<file path="config.mk">
export PLATFORM = sky130hd
export DESIGN_NAME = streaming_stats_aggregator_core
export DESIGN_NICKNAME = d
export VERILOG_FILES = /design/src/ssa_pkg.sv /design/src/ssa_front.sv /design/src/ssa_queue.sv /design/src/ssa_div.sv /design/src/ssa_sqrt.sv /design/src/ssa_back.sv /design/src/streaming_stats_aggregator_core.sv
export VERILOG_INCLUDE_DIRS = /design/src /design/src/src
export SDC_FILE = /design/constraint.sdc
export NUM_CORES = 2
export LEC_CHECK = 0
export BUFFER_PORTS_ARGS = -buffer_cell sky130_fd_sc_hd__buf_4
export CAP_MARGIN = 20
export CORE_MARGIN = 2
export CORE_UTILIZATION = 60
export DETAILED_ROUTE_END_ITERATION = 6
export HOLD_SLACK_MARGIN = 0.12
export PLACE_DENSITY = 0.79
export SLEW_MARGIN = 15
export SYNTH_ARGS = -nofsm -noshare
export SYNTH_HDL_FRONTEND = slang
export SYNTH_HIERARCHICAL = 1
export SYNTH_SLANG_ARGS = --single-unit
</file>
<file path="constraint.sdc">
create_clock -name i_clk -period 16.2 [get_ports i_clk]
set_input_delay 2.43 -clock i_clk [delete_from_list [all_inputs] [get_ports i_clk]]
set_output_delay 2.43 -clock i_clk [all_outputs]
set_load 0.01 [all_outputs]
</file>
<file path="src/streaming_stats_aggregator_core_assert.svh">
// assertion macros used by the aggregator back end (ssa_back)
`ifndef STREAMING_STATS_AGGREGATOR_CORE_ASSERT_SVH
`define STREAMING_STATS_AGGREGATOR_CORE_ASSERT_SVH

// same-cycle implication, clocked by i_clk, off while i_rst_n is low
`define SSA_ASSERT_IMP(lbl, ante, cons, msg) \
    lbl: assert property (@(posedge i_clk) disable iff (!i_rst_n) (ante) |-> (cons)) \
        else $error(msg);

// next-cycle implication
`define SSA_ASSERT_NEXT(lbl, ante, cons, msg) \
    lbl: assert property (@(posedge i_clk) disable iff (!i_rst_n) (ante) |=> (cons)) \
        else $error(msg);

`endif

</file>
<file path="src/ssa_pkg.sv">
// shared types and constants of the statistics aggregator
`default_nettype none
package ssa_pkg;

    localparam int SAMPLE_BITS    = 24;
    localparam int COUNT_BITS_DEF = 16;
    localparam int TOTAL_BITS     = 48;
    localparam int SQ_BITS        = 64;
    localparam int OUT_BITS       = 48;
    localparam int MODE_BITS      = 3;
    localparam int QUEUE_DEPTH    = 4;
    localparam int RECIP_SHIFT    = 24;

    typedef enum logic [MODE_BITS-1:0] {
        MODE_SUM   = 3'd0,
        MODE_MIN   = 3'd1,
        MODE_MAX   = 3'd2,
        MODE_MEAN  = 3'd3,
        MODE_STD   = 3'd4,
        MODE_RSUM  = 3'd5,
        MODE_RMEAN = 3'd6,
        MODE_NONE  = 3'd7
    } t_mode;

    typedef enum logic [3:0] {
        OP_NONE  = 4'd0,
        OP_SUM   = 4'd1,
        OP_MEAN  = 4'd2,
        OP_STD   = 4'd3,
        OP_MIN   = 4'd4,
        OP_MAX   = 4'd5,
        OP_RSUM  = 4'd6,
        OP_RMEAN = 4'd7,
        OP_ZERO  = 4'd8
    } t_op;

    typedef struct packed {
        logic signed [SAMPLE_BITS-1:0] sample;
        logic                          last;
    } t_in_item;

    typedef struct packed {
        logic signed [OUT_BITS-1:0] aggregate;
        logic                       zero_divisor;
        logic                       saturated;
    } t_out_item;

    typedef struct packed {
        t_op                           op;
        t_mode                         mode;
        logic signed [SAMPLE_BITS-1:0] sample;
        logic                          last;
    } t_entry;

endpackage
`default_nettype wire

</file>
<file path="src/ssa_front.sv">
// front end: mode register, item intake and classification
`default_nettype none
module ssa_front (
    input  wire logic              i_clk,
    input  wire logic              i_rst_n,
    input  wire logic              i_cfg_we,
    input  wire logic [2:0]        i_cfg_wdata,
    input  wire logic              i_push,
    input  wire ssa_pkg::t_in_item i_item,
    input  wire logic              i_q_full,
    output      logic              o_q_wr,
    output      ssa_pkg::t_entry   o_entry
);
    import ssa_pkg::*;

    t_mode r_mode;

    always_ff @(posedge i_clk) begin
        if (!i_rst_n) begin
            r_mode <= MODE_SUM;
        end else if (i_cfg_we) begin
            r_mode <= t_mode'(i_cfg_wdata);
        end
    end

    always_comb begin
        o_entry.mode   = r_mode;
        o_entry.sample = i_item.sample;
        o_entry.last   = i_item.last;
        case (r_mode)
            MODE_SUM:   o_entry.op = OP_SUM;
            MODE_MEAN:  o_entry.op = OP_MEAN;
            MODE_STD:   o_entry.op = OP_STD;
            MODE_MIN:   o_entry.op = OP_MIN;
            MODE_MAX:   o_entry.op = OP_MAX;
            MODE_RSUM:  o_entry.op = (i_item.sample == '0) ? OP_ZERO : OP_RSUM;
            MODE_RMEAN: o_entry.op = (i_item.sample == '0) ? OP_ZERO : OP_RMEAN;
            default:    o_entry.op = OP_NONE;
        endcase
    end

    assign o_q_wr = i_push && !i_q_full;

endmodule
`default_nettype wire

</file>
<file path="src/ssa_queue.sv">
// small queue of classified items between front and back
`default_nettype none
module ssa_queue #(
    parameter int DEPTH = ssa_pkg::QUEUE_DEPTH
) (
    input  wire logic            i_clk,
    input  wire logic            i_rst_n,
    input  wire logic            i_wr,
    input  wire ssa_pkg::t_entry i_wdata,
    input  wire logic            i_rd,
    output      ssa_pkg::t_entry o_rdata,
    output      logic            o_full,
    output      logic            o_empty
);
    import ssa_pkg::*;

    localparam int PW = (DEPTH > 1) ? $clog2(DEPTH) : 1;
    localparam int CW = $clog2(DEPTH + 1);

    t_entry          r_mem [DEPTH];
    logic [PW-1:0]   r_wp;
    logic [PW-1:0]   r_rp;
    logic [CW-1:0]   r_cnt;
    logic            do_wr;
    logic            do_rd;

    assign o_full  = (r_cnt == CW'(DEPTH));
    assign o_empty = (r_cnt == '0);
    assign do_wr   = i_wr && !o_full;
    assign do_rd   = i_rd && !o_empty;
    assign o_rdata = r_mem[r_rp];

    always_ff @(posedge i_clk) begin
        if (do_wr) begin
            r_mem[r_wp] <= i_wdata;
        end
    end

    always_ff @(posedge i_clk) begin
        if (!i_rst_n) begin
            r_wp  <= '0;
            r_rp  <= '0;
            r_cnt <= '0;
        end else begin
            if (do_wr) begin
                r_wp <= (r_wp == PW'(DEPTH - 1)) ? '0 : r_wp + 1'b1;
            end
            if (do_rd) begin
                r_rp <= (r_rp == PW'(DEPTH - 1)) ? '0 : r_rp + 1'b1;
            end
            if (do_wr && !do_rd) begin
                r_cnt <= r_cnt + 1'b1;
            end else if (do_rd && !do_wr) begin
                r_cnt <= r_cnt - 1'b1;
            end
        end
    end

endmodule
`default_nettype wire

</file>
<file path="src/ssa_div.sv">
// iterative restoring divider, one quotient bit per cycle
`default_nettype none
module ssa_div #(
    parameter int DIV_W = ssa_pkg::SAMPLE_BITS
) (
    input  wire logic                        i_clk,
    input  wire logic                        i_rst_n,
    input  wire logic                        i_start,
    input  wire logic [ssa_pkg::SQ_BITS-1:0] i_dividend,
    input  wire logic [DIV_W-1:0]            i_divisor,
    output      logic                        o_busy,
    output      logic                        o_done,
    output      logic [ssa_pkg::SQ_BITS-1:0] o_quot
);
    import ssa_pkg::*;

    localparam int NW = $clog2(SQ_BITS);

    logic [DIV_W:0]     r_rem;
    logic [SQ_BITS-1:0] r_quo;
    logic [DIV_W-1:0]   r_dvs;
    logic [NW-1:0]      r_cnt;
    logic               r_busy;
    logic               r_done;
    logic [DIV_W:0]     sh;
    logic               ge;

    assign sh     = {r_rem[DIV_W-1:0], r_quo[SQ_BITS-1]};
    assign ge     = (sh >= {1'b0, r_dvs});
    assign o_busy = r_busy;
    assign o_done = r_done;
    assign o_quot = r_quo;

    always_ff @(posedge i_clk) begin
        if (i_start && !r_busy) begin
            r_rem <= '0;
            r_quo <= i_dividend;
            r_dvs <= i_divisor;
        end else if (r_busy) begin
            r_rem <= ge ? (sh - {1'b0, r_dvs}) : sh;
            r_quo <= {r_quo[SQ_BITS-2:0], ge};
        end
    end

    always_ff @(posedge i_clk) begin
        if (!i_rst_n) begin
            r_busy <= 1'b0;
            r_done <= 1'b0;
            r_cnt  <= '0;
        end else begin
            r_done <= r_busy && (r_cnt == NW'(SQ_BITS - 1));
            if (i_start && !r_busy) begin
                r_busy <= 1'b1;
                r_cnt  <= '0;
            end else if (r_busy) begin
                r_cnt <= r_cnt + 1'b1;
                if (r_cnt == NW'(SQ_BITS - 1)) begin
                    r_busy <= 1'b0;
                end
            end
        end
    end

endmodule
`default_nettype wire

</file>
<file path="src/ssa_sqrt.sv">
// iterative floor square root, one result bit per cycle
`default_nettype none
module ssa_sqrt (
    input  wire logic                          i_clk,
    input  wire logic                          i_rst_n,
    input  wire logic                          i_start,
    input  wire logic [ssa_pkg::SQ_BITS-1:0]   i_value,
    output      logic                          o_busy,
    output      logic                          o_done,
    output      logic [ssa_pkg::SQ_BITS/2-1:0] o_root
);
    import ssa_pkg::*;

    localparam int RW = SQ_BITS / 2;
    localparam int NW = $clog2(RW);

    logic [SQ_BITS-1:0] r_v;
    logic [SQ_BITS-1:0] r_r;
    logic [SQ_BITS-1:0] r_bit;
    logic [NW-1:0]      r_cnt;
    logic               r_busy;
    logic               r_done;
    logic [SQ_BITS-1:0] trial;

    assign trial  = r_r + r_bit;
    assign o_busy = r_busy;
    assign o_done = r_done;
    assign o_root = r_r[RW-1:0];

    always_ff @(posedge i_clk) begin
        if (i_start && !r_busy) begin
            r_v   <= i_value;
            r_r   <= '0;
            r_bit <= SQ_BITS'(1) << (SQ_BITS - 2);
        end else if (r_busy) begin
            if (r_v >= trial) begin
                r_v <= r_v - trial;
                r_r <= (r_r >> 1) + r_bit;
            end else begin
                r_r <= r_r >> 1;
            end
            r_bit <= r_bit >> 2;
        end
    end

    always_ff @(posedge i_clk) begin
        if (!i_rst_n) begin
            r_busy <= 1'b0;
            r_done <= 1'b0;
            r_cnt  <= '0;
        end else begin
            r_done <= r_busy && (r_cnt == NW'(RW - 1));
            if (i_start && !r_busy) begin
                r_busy <= 1'b1;
                r_cnt  <= '0;
            end else if (r_busy) begin
                r_cnt <= r_cnt + 1'b1;
                if (r_cnt == NW'(RW - 1)) begin
                    r_busy <= 1'b0;
                end
            end
        end
    end

endmodule
`default_nettype wire

</file>
<file path="src/ssa_back.sv">
// back end: accumulators, group-end sequencer and result register
`default_nettype none
`include "streaming_stats_aggregator_core_assert.svh"
module ssa_back #(
    parameter int COUNT_BITS = ssa_pkg::COUNT_BITS_DEF
) (
    input  wire logic               i_clk,
    input  wire logic               i_rst_n,
    input  wire ssa_pkg::t_entry    i_entry,
    input  wire logic               i_q_empty,
    output      logic               o_q_rd,
    input  wire logic               i_pop,
    output      logic               o_out_valid,
    output      ssa_pkg::t_out_item o_result
);
    import ssa_pkg::*;

    localparam int SB    = SAMPLE_BITS;
    localparam int TB    = TOTAL_BITS;
    localparam int MW    = SB;
    localparam int MB    = SB + 8;
    localparam int DIV_W = (COUNT_BITS > SB) ? COUNT_BITS : SB;
    localparam logic [SQ_BITS-1:0] MLIM = SQ_BITS'(1) << (SB + 7);

    typedef enum logic [13:0] {
        S_IDLE  = 14'b00000000000001,
        S_SQ    = 14'b00000000000010,
        S_RDIV  = 14'b00000000000100,
        S_FIN   = 14'b00000000001000,
        S_MDIV  = 14'b00000000010000,
        S_SDIV1 = 14'b00000000100000,
        S_SDIV2 = 14'b00000001000000,
        S_M1    = 14'b00000010000000,
        S_M2    = 14'b00000100000000,
        S_M3    = 14'b00001000000000,
        S_M4    = 14'b00010000000000,
        S_VAR   = 14'b00100000000000,
        S_SQRT  = 14'b01000000000000,
        S_OUT   = 14'b10000000000000
    } t_state;

    t_state                 r_state, n_state;
    logic signed [TB-1:0]   r_total, n_total;
    logic [SQ_BITS-1:0]     r_sqtot, n_sqtot;
    logic [COUNT_BITS-1:0]  r_count, n_count;
    logic signed [SB-1:0]   r_ext, n_ext;
    logic                   r_seen, n_seen;
    logic                   r_zf, n_zf;
    logic                   r_of, n_of;
    logic                   r_last, n_last;
    t_mode                  r_fmode, n_fmode;
    logic                   r_neg, n_neg;
    logic [MB-1:0]          r_m, n_m;
    logic [SQ_BITS-1:0]     r_msq, n_msq;
    logic [SQ_BITS-1:0]     r_acc, n_acc;
    logic                   r_big, n_big;
    logic signed [TB-1:0]   r_agg, n_agg;
    logic [2*MW-1:0]        r_prod;
    logic                   r_out_valid, n_out_valid;
    t_out_item              r_out, n_out;

    logic [MW-1:0]          mul_a, mul_b;
    logic [SB-1:0]          x_mag;
    logic [TB-1:0]          tot_mag;
    logic signed [TB-1:0]   x_scaled;
    logic signed [TB-1:0]   ext_scaled;

    logic                   div_start, div_busy, div_done;
    logic [SQ_BITS-1:0]     div_dividend, div_quot;
    logic [DIV_W-1:0]       div_divisor;
    logic                   sq_start, sq_busy, sq_done;
    logic [SQ_BITS-1:0]     sq_value;
    logic [SQ_BITS/2-1:0]   sq_root;

    function automatic logic [TB:0] sat_add(input logic [TB-1:0] t, input logic [TB-1:0] v);
        logic [TB:0] s;
        s = {t[TB-1], t} + {v[TB-1], v};
        if (s[TB] != s[TB-1]) begin
            return s[TB] ? {1'b1, 1'b1, {(TB-1){1'b0}}} : {1'b1, 1'b0, {(TB-1){1'b1}}};
        end
        return {1'b0, s[TB-1:0]};
    endfunction

    assign x_mag      = i_entry.sample[SB-1] ? (~i_entry.sample + 1'b1) : i_entry.sample;
    assign tot_mag    = r_total[TB-1] ? (~r_total + 1'b1) : r_total;
    assign x_scaled   = {{(TB-SB-8){i_entry.sample[SB-1]}}, i_entry.sample, 8'd0};
    assign ext_scaled = {{(TB-SB-8){r_ext[SB-1]}}, r_ext, 8'd0};

    ssa_div #(.DIV_W(DIV_W)) u_div (
        .i_clk      (i_clk),
        .i_rst_n    (i_rst_n),
        .i_start    (div_start),
        .i_dividend (div_dividend),
        .i_divisor  (div_divisor),
        .o_busy     (div_busy),
        .o_done     (div_done),
        .o_quot     (div_quot)
    );

    ssa_sqrt u_sqrt (
        .i_clk   (i_clk),
        .i_rst_n (i_rst_n),
        .i_start (sq_start),
        .i_value (sq_value),
        .o_busy  (sq_busy),
        .o_done  (sq_done),
        .o_root  (sq_root)
    );

    always_ff @(posedge i_clk) begin
        r_prod <= mul_a * mul_b;
    end

    always_comb begin
        logic [TB:0]      sa;
        logic [SQ_BITS:0] sqs;
        logic [SQ_BITS-1:0] vnum;
        logic [TB-1:0]    q48;

        n_state = r_state;   n_total = r_total;  n_sqtot = r_sqtot;
        n_count = r_count;   n_ext   = r_ext;    n_seen  = r_seen;
        n_zf    = r_zf;      n_of    = r_of;     n_last  = r_last;
        n_fmode = r_fmode;   n_neg   = r_neg;    n_m     = r_m;
        n_msq   = r_msq;     n_acc   = r_acc;    n_big   = r_big;
        n_agg   = r_agg;
        n_out   = r_out;
        n_out_valid  = r_out_valid && !i_pop;
        o_q_rd       = 1'b0;
        mul_a        = '0;
        mul_b        = '0;
        div_start    = 1'b0;
        div_dividend = '0;
        div_divisor  = '0;
        sq_start     = 1'b0;
        sq_value     = '0;
        sa           = '0;
        sqs          = '0;
        vnum         = '0;
        q48          = '0;

        case (r_state)
            S_IDLE: begin
                mul_a = x_mag;
                mul_b = x_mag;
                if (!i_q_empty) begin
                    o_q_rd  = 1'b1;
                    n_last  = i_entry.last;
                    n_fmode = i_entry.mode;
                    n_state = i_entry.last ? S_FIN : S_IDLE;
                    case (i_entry.op)
                        OP_SUM, OP_MEAN, OP_STD: begin
                            sa      = sat_add(r_total, x_scaled);
                            n_total = sa[TB-1:0];
                            if (sa[TB]) n_of = 1'b1;
                            if (i_entry.op != OP_SUM) begin
                                if (r_count != '1) n_count = r_count + 1'b1;
                                else               n_of    = 1'b1;
                            end
                            if (i_entry.op == OP_STD) n_state = S_SQ;
                        end
                        OP_MIN: begin
                            if (!r_seen || ($signed(i_entry.sample) < r_ext))
                                n_ext = i_entry.sample;
                            n_seen = 1'b1;
                        end
                        OP_MAX: begin
                            if (!r_seen || ($signed(i_entry.sample) > r_ext))
                                n_ext = i_entry.sample;
                            n_seen = 1'b1;
                        end
                        OP_RSUM, OP_RMEAN: begin
                            div_start    = 1'b1;
                            div_dividend = SQ_BITS'(1) << RECIP_SHIFT;
                            div_divisor  = DIV_W'(x_mag);
                            n_neg        = i_entry.sample[SB-1];
                            n_state      = S_RDIV;
                        end
                        OP_ZERO: n_zf = 1'b1;
                        default: ;
                    endcase
                end
            end
            S_SQ: begin
                sqs = {1'b0, r_sqtot} + (SQ_BITS+1)'(r_prod);
                if (sqs[SQ_BITS]) begin
                    n_sqtot = '1;
                    n_of    = 1'b1;
                end else begin
                    n_sqtot = sqs[SQ_BITS-1:0];
                end
                n_state = r_last ? S_FIN : S_IDLE;
            end
            S_RDIV: begin
                if (div_done) begin
                    q48 = r_neg ? (~div_quot[TB-1:0] + 1'b1) : div_quot[TB-1:0];
                    sa  = sat_add(r_total, q48);
                    n_total = sa[TB-1:0];
                    if (sa[TB]) n_of = 1'b1;
                    if (r_fmode == MODE_RMEAN) begin
                        if (r_count != '1) n_count = r_count + 1'b1;
                        else               n_of    = 1'b1;
                    end
                    n_state = r_last ? S_FIN : S_IDLE;
                end
            end
            S_FIN: begin
                n_agg   = '0;
                n_state = S_OUT;
                case (r_fmode)
                    MODE_SUM, MODE_RSUM: n_agg = r_total;
                    MODE_MIN, MODE_MAX:  n_agg = r_seen ? ext_scaled : '0;
                    MODE_MEAN, MODE_RMEAN, MODE_STD: begin
                        if (r_count != '0) begin
                            div_start    = 1'b1;
                            div_dividend = SQ_BITS'(tot_mag);
                            div_divisor  = DIV_W'(r_count);
                            n_neg        = r_total[TB-1];
                            n_state      = (r_fmode == MODE_STD) ? S_SDIV1 : S_MDIV;
                        end
                    end
                    default: ;
                endcase
            end
            S_MDIV: begin
                if (div_done) begin
                    q48     = div_quot[TB-1:0];
                    n_agg   = r_neg ? (~q48 + 1'b1) : q48;
                    n_state = S_OUT;
                end
            end
            S_SDIV1: begin
                if (div_done) begin
                    n_m          = (div_quot > MLIM) ? MLIM[MB-1:0] : div_quot[MB-1:0];
                    div_start    = 1'b1;
                    div_dividend = r_sqtot;
                    div_divisor  = DIV_W'(r_count);
                    n_state      = S_SDIV2;
                end
            end
            S_SDIV2: begin
                if (div_done) begin
                    n_msq   = div_quot;
                    n_state = S_M1;
                end
            end
            S_M1: begin
                mul_a   = MW'(r_m[MB-1:16]);
                mul_b   = MW'(r_m[MB-1:16]);
                n_state = S_M2;
            end
            S_M2: begin
                mul_a   = MW'(r_m[MB-1:16]);
                mul_b   = MW'(r_m[15:0]);
                n_acc   = SQ_BITS'(r_prod) << 16;
                n_state = S_M3;
            end
            S_M3: begin
                mul_a   = MW'(r_m[15:0]);
                mul_b   = MW'(r_m[15:0]);
                n_acc   = r_acc + (SQ_BITS'(r_prod) << 1);
                n_state = S_M4;
            end
            S_M4: begin
                n_acc   = r_acc + SQ_BITS'(r_prod >> 16);
                n_state = S_VAR;
            end
            S_VAR: begin
                vnum     = (r_msq > r_acc) ? (r_msq - r_acc) : '0;
                n_big    = (vnum[SQ_BITS-1:48] != '0);
                sq_start = 1'b1;
                sq_value = (vnum[SQ_BITS-1:48] != '0) ? vnum : (vnum << 16);
                n_state  = S_SQRT;
            end
            S_SQRT: begin
                if (sq_done) begin
                    n_agg   = r_big ? TB'({sq_root, 8'd0}) : TB'(sq_root);
                    n_state = S_OUT;
                end
            end
            S_OUT: begin
                if (!r_out_valid) begin
                    n_out_valid        = 1'b1;
                    n_out.aggregate    = r_agg;
                    n_out.zero_divisor = r_zf;
                    n_out.saturated    = r_of;
                    n_total = '0;  n_sqtot = '0;  n_count = '0;
                    n_ext   = '0;  n_seen  = 1'b0;
                    n_zf    = 1'b0; n_of   = 1'b0;
                    n_state = S_IDLE;
                end
            end
            default: n_state = S_IDLE;
        endcase
    end

    always_ff @(posedge i_clk) begin
        if (!i_rst_n) begin
            r_state     <= S_IDLE;
            r_total     <= '0;
            r_sqtot     <= '0;
            r_count     <= '0;
            r_ext       <= '0;
            r_seen      <= 1'b0;
            r_zf        <= 1'b0;
            r_of        <= 1'b0;
            r_out_valid <= 1'b0;
        end else begin
            r_state     <= n_state;
            r_total     <= n_total;
            r_sqtot     <= n_sqtot;
            r_count     <= n_count;
            r_ext       <= n_ext;
            r_seen      <= n_seen;
            r_zf        <= n_zf;
            r_of        <= n_of;
            r_out_valid <= n_out_valid;
        end
    end

    always_ff @(posedge i_clk) begin
        r_last  <= n_last;
        r_fmode <= n_fmode;
        r_neg   <= n_neg;
        r_m     <= n_m;
        r_msq   <= n_msq;
        r_acc   <= n_acc;
        r_big   <= n_big;
        r_agg   <= n_agg;
        r_out   <= n_out;
    end

    assign o_out_valid = r_out_valid;
    assign o_result    = r_out;

    `SSA_ASSERT_IMP(a_div_start_idle, div_start, !div_busy, "divider started while busy")
    `SSA_ASSERT_IMP(a_sqrt_start_idle, sq_start, !sq_busy, "square root started while busy")
    `SSA_ASSERT_NEXT(a_out_load, (r_state == S_OUT) && !r_out_valid,
        r_out_valid && (r_state == S_IDLE), "result not loaded")
    `SSA_ASSERT_NEXT(a_group_clear, (r_state == S_OUT) && !r_out_valid,
        (r_count == '0) && !r_seen && (r_total == '0) && !r_zf && !r_of,
        "group not cleared after result")

endmodule
`default_nettype wire

</file>
<file path="src/streaming_stats_aggregator_core.sv">
// top level of the streaming statistics aggregator
`default_nettype none
// Folds signed Q16.8 samples into the aggregate picked by the mode register
// (sum, min, max, mean, population stddev, sum or mean of reciprocals) and
// emits one Q32.16 result per group on the item marked last. The front takes
// one item per cycle, while the queue has room, into a four-deep queue; the
// back drains it. Sum, mean, min and max items fold in directly, stddev items
// also pass the squaring multiplier, reciprocal items the shared bit-serial
// divider (64 steps), and a zero sample in a reciprocal mode skips the divider.
// At group end mean and mean-of-reciprocals divide once and stddev runs two
// divides, three multiplier passes and a 32-step square root; the aggregate
// then goes into the result register, which waits while the previous result
// is not yet taken. Write the mode only while idle.
module streaming_stats_aggregator_core #(
    parameter int COUNT_BITS = ssa_pkg::COUNT_BITS_DEF
) (
    input  wire logic               i_clk,
    input  wire logic               i_rst_n,
    input  wire logic               i_cfg_we,
    input  wire logic [2:0]         i_cfg_wdata,
    input  wire logic               push,
    output      logic               full,
    input  wire ssa_pkg::t_in_item  i_item,
    output      logic               empty,
    input  wire logic               pop,
    output      ssa_pkg::t_out_item o_result
);
    import ssa_pkg::*;

    // classified item travelling from front to back
    t_entry front_entry;
    t_entry back_entry;
    logic   q_wr;
    logic   q_rd;
    logic   q_full;
    logic   q_empty;
    logic   out_valid;

    // mode register and item classification
    ssa_front u_front (
        .i_clk       (i_clk),
        .i_rst_n     (i_rst_n),
        .i_cfg_we    (i_cfg_we),
        .i_cfg_wdata (i_cfg_wdata),
        .i_push      (push),
        .i_item      (i_item),
        .i_q_full    (q_full),
        .o_q_wr      (q_wr),
        .o_entry     (front_entry)
    );

    // decoupling queue, lets the back stall on long divides
    ssa_queue #(.DEPTH(QUEUE_DEPTH)) u_queue (
        .i_clk   (i_clk),
        .i_rst_n (i_rst_n),
        .i_wr    (q_wr),
        .i_wdata (front_entry),
        .i_rd    (q_rd),
        .o_rdata (back_entry),
        .o_full  (q_full),
        .o_empty (q_empty)
    );

    // accumulators, group-end math and the result register
    ssa_back #(.COUNT_BITS(COUNT_BITS)) u_back (
        .i_clk       (i_clk),
        .i_rst_n     (i_rst_n),
        .i_entry     (back_entry),
        .i_q_empty   (q_empty),
        .o_q_rd      (q_rd),
        .i_pop       (pop),
        .o_out_valid (out_valid),
        .o_result    (o_result)
    );

    // an input transfer needs queue room; a result transfer needs a loaded result
    assign full  = q_full;
    assign empty = !out_valid;

endmodule
`default_nettype wire

</file>
* Word level (Yosys, flattened, before mapping) *
Memory sizes are Yosys's and may differ from the RTL's. A register that Yosys moved wholly into a read port is not among the register bits.
Index checks and enable logic that the tools add are counted.

storage, ports and cells
  bits in registers = 779
  latch bits = 0
  memory bits (writable) = 128
  memory bits (read-only) = 0
  output and inout bits = 52
  logic and storage cells = 336
  memories = 1

operators by class
  add/sub/neg operators = 20
  multiply operators = 1
  divide/modulo/power cells = 0
  $lt $le $gt $ge = 6
  equality and inequality tests = 62
  shift operators = 0
  muxes and demuxes = 140
  bitwise logic cells = 6
  reduce and logical (&&, ||, !) cells = 63

memory list
  name           words  width  rd ports  clocked after memory_dff  wr ports  RTL line         source
  u_queue.r_mem  4      32     1         1                         1         ssa_queue.sv:20  t_entry r_mem [DEPTH];

operators with widths
  kind                     count
  $mux W64                 14
  $mux W48                 12
  $mux W49                 9
  $pmux W64 S3             2
  $pmux W48 S3             2
  $mux W24                 9
  $pmux W24 S3             3
  $pmux W14 S14            1
  $mux W16                 9
  $mux W14                 10
  $pmux W64 S2             1
  $sub A64 B64 Y64         2
  $add A48 B1 Y48 const B  2
  $not A48 Y48             2
  $pmux W24 S2             2
  $pmux W48 S2             1
  $add A64 B48 Y65         1
  $add A63 B63 Y64         1
  $add A64 B32 Y64         1
  $add A64 B49 Y64         1
  $add A64 B63 Y64         1
  $ge A64 B64 Y1           1
  $gt A64 B32 Y1 const B   1
  $gt A64 B64 Y1           1
  77 further kinds         209

* Depth between registers and ports, before layout *
  depth after elaboration = 16
  gate-level depth with buffers = 40
  mapped depth without buffers = 36

* Modules after synthesis *
The synthesis kept the hierarchy.

modules (own cells, without submodules)
  module                           instances  cells an instance  area each (um^2)
  ssa_back                         1          7190               59545.9
  ssa_sqrt                         1          1986               15258.4
  ssa_div                          1          524                6139.6
  ssa_queue                        1          218                5138.7
  ssa_front                        1          54                 427.9
  streaming_stats_aggregator_core  1          1                  3.8

* Least setup slack after synthesis *
OpenSTA, ideal clock, no wires.

  path kind = register to register
  start = reg (tool-made name)
  end = reg u_back.r_prod[46]
  setup time = 0.072 ns
  arrival = 9.908 ns
  required time = 16.128 ns
  slack = 6.219 ns
  stages on the path, launching flop included = 38
  path through = dfxtp_1 buf_6 buf_12 mux4_2 or4_1 nor2_1 nand3_1 or4_1 o41ai_1 xnor2_1 nand2_1 clkinv_1 clkbuf_1 nand2_1 fa_1 inv_1 fa_1 inv_1 (+2 left out) inv_1 fa_1 fa_1 inv_1 fa_1 inv_1 ha_1 a21o_1 a21o_1 a21oi_1 o22ai_1 a31oi_1 o21ai_0 o41a_1 a221oi_1 o21ai_0 a21oi_1 xnor2_1

RTL lines
  element                 RTL line         source
  end signal: assignment  ssa_back.sv:111  r_prod <= mul_a * mul_b;
  end: declaration        ssa_back.sv:58   logic [2*MW-1:0] r_prod;

==> reports/qor.yml <==
synth.cell_area_mm2: 0.0865
stdcell_count: 11800
die_w_um: 384
grt_start_max_net_pins: 101
antenna_found_initial: 32
fin_crit_sh: 0.780
drive_above_1_share: 0.0666
num_rows: 139
timing.slew.headroom: 0.251
clockRootBuffer: "clkbuf_16"
clock_skew_ns: 0.0439
worst_slack_ns: 3.56
synth.largest_area_cell: "edfxtp_1"
criticalPathCategory: "register to register"
violations: "DRC"
clkSinkCount: 909
hp-class: "register to register"
avgSynthCellArea_um2: 8.67
r2r_slack_ns: 3.56
postCtsHoldBufs: 0
rsz0062_at_grt: "no"
yosysMostFrequentCell: "nand2_1"
crit_end: "u_back/r_prod[46]"
syn_to_final_growth_pct: 6.45
wl_per_cell_um: 26.3
ys_top_cells_by_count: "nand2_1, inv_1, nor2_1"
ios: 85
initial_utilization: 0.604
nNetsFinal: 11000
grt_pass1_vias: 74700
period_needed_ns: 12.64
synth_edf_count: 544
fin_setup_tns_ns: 0
async_flop_share: 0
hpwlAfterDp_um: 241000
synth_cell_type_count: 117
cp.required_ns: 16.87
r2r_cells: 36
status: "complete, but fails checks"
synth_top_area_frac: 0.189
critPathSlowestCell: "clkinv_1"
place_inst: 11600
numCtsBuffers: 104
gp_congestion: 1.04
route.vias.total: 78900
synth.area.top_cells: "edfxtp_1, fa_1, ha_1, dfxtp_1, nand2_1"
hold_viol: 0
setup_violations: 0
drc_errors: 1
fp.dieArea_mm2: 0.147
die_height_um: 384
grt_pass1_wl_um: 463000
syn_inst: 9973
cts_max_path_buffers: 3
synthFlopType: "edfxtp_1"
worstPathMaxFanout: 21
ys_ff_latch: 909
max_clock_freq_mhz: 79.1
drt_iter0_drc: 10600
cts.clk_slew.worst_paths_ns: 0.06
worst_slew_pin_slew_ns: 1.12
clock_latency_ns: 0.75
crit_top_cell: "fa_1"
post-route-util: 0.643
vias_per_cell: 6.69
critical_path_arrival_ns: 13.30
slew_violations: 0
maxCapViolations: 0
synth_seq_area_share: 0.273
cts-resized-gates: 0
startpoint_type: "register"
end_kind: "register"
cts_tree: "done"
drtAntennaViolNets: 0
slowest_delay_ns: 0.79
fillers: 12100
core_mm2: 0.143
overflow: 0
h-tree-depth: 3
io_buffers: 84
post_cts_buffers: 0
firstDrtPassIters: 7
wirelength_um: 310000
pre_cts_ws_ns: 3.91
grt_use_total: 0.413
reg2reg_to: "u_back/r_prod[46]"
ys_warn_count: 6
==> worst min-delay path by stage <==
stage                     depth (start not counted)             start  slack, ns             endpoint
final                                             0  u_back/r_agg[42]       0.42  u_back/o_result[44]
after global placement                            0  u_back/r_agg[27]       0.40  u_back/o_result[29]
after global routing                              0  u_back/r_agg[42]       0.42  u_back/o_result[44]
after floorplan                                   0   u_back/r_agg[8]       0.40  u_back/o_result[10]
after CTS                                         0  u_back/r_agg[42]       0.42  u_back/o_result[44]
after detailed placement                          0  u_back/r_agg[34]       0.40  u_back/o_result[36]
==> layout make-up <==
cell class                      instances  area (um2)  area share
Antenna cell                           13        32.5    0.000353
Timing Repair Buffer                  229        1730      0.0188
Sequential cell                       909       23600       0.257
Clock inverter                         70         833     0.00905
Clock buffer                          127        2790      0.0303
Tap cell                             1903        2380      0.0259
Multi-Input combinational cell       7589       57100       0.620
Inverter                              952        3570      0.0388
==> per-stage QoR <==
| step | instance area (um2) | hold slack, ns |
|---|---|---|
| finish | 92100 | 0.416 |
| global route | 92100 | 0.422 |
| CTS | 92100 | 0.419 |
| detailed placement | 88400 | 0.405 |
| global placement | 88400 | 0.404 |
| floorplan | 86600 | 0.400 |
==> flip-flops by register name, indices dropped and copies added, names as in the netlist, 50 cells and up, named ones only <==
signal,cells
u_back/r_acc,64
u_back/u_sqrt/r_r,64
u_back/u_div/o_quot,64
u_back/r_sqtot,64
u_back/o_result,50
u_back/u_sqrt/r_v,64
u_queue/r_mem,128
u_back/r_msq,64
==> placed cells by master (no fill, tap or decap), drive strengths merged, types with 37 or more instances in the layout <==
master	instances
a211oi	103
a21boi	40
a21o	295
a21oi	707
a221o	51
a221oi	37
a22oi	56
a31oi	138
and2	98
and3	95
buf	228
clkbuf	128
dfxtp	365
edfxtp	544
fa	491
ha	647
inv	960
mux2	68
mux2i	96
nand2	1106
nand2b	74
nand3	209
nand4	154
nor2	717
nor2b	58
nor3	109
nor4	54
o211ai	53
o21a	57
o21ai	634
o21bai	99
o22ai	77
o31ai	67
or3	48
xnor2	386
xor2	264
==> routing by layer <==
layer	wire, um	global-route usage	share of wire
met4	18600	0.215	0.060
met2	127000	0.586	0.41
met3	42200	0.127	0.14
met1	122000	0.565	0.39
met5	299	0	0.00096
==> cells by family after synthesis <==
logic type | after synthesis | share of synthesized area
AND/OR/NAND/NOR | 2870 | 0.154
AO/OA/AOI/OAI | 2713 | 0.203
buffers and inverters | 1495 | 0.0691
adder cells (fa/ha/maj) | 1138 | 0.207
flip-flops | 909 | 0.273
XOR/XNOR | 650 | 0.0658
multiplexers | 196 | 0.0284
other | 2 | 0.0000868
==> worst max-delay path: cells and delay by family (launching register included) <==
family | cells | cell delay [ns]
AO/OA/AOI/OAI | 8 | 2.76
XOR/XNOR | 2 | 0.41
adder cells (fa/ha/maj) | 8 | 3.99
buffers and inverters | 7 | 1.56
flip-flops | 1 | 0.59
multiplexers | 1 | 0.65
AND/OR/NAND/NOR | 10 | 2.54
Power is left out: the tool's default activity adds up to more than one toggle a clock period on the data nets, which glitch-free logic cannot reach.
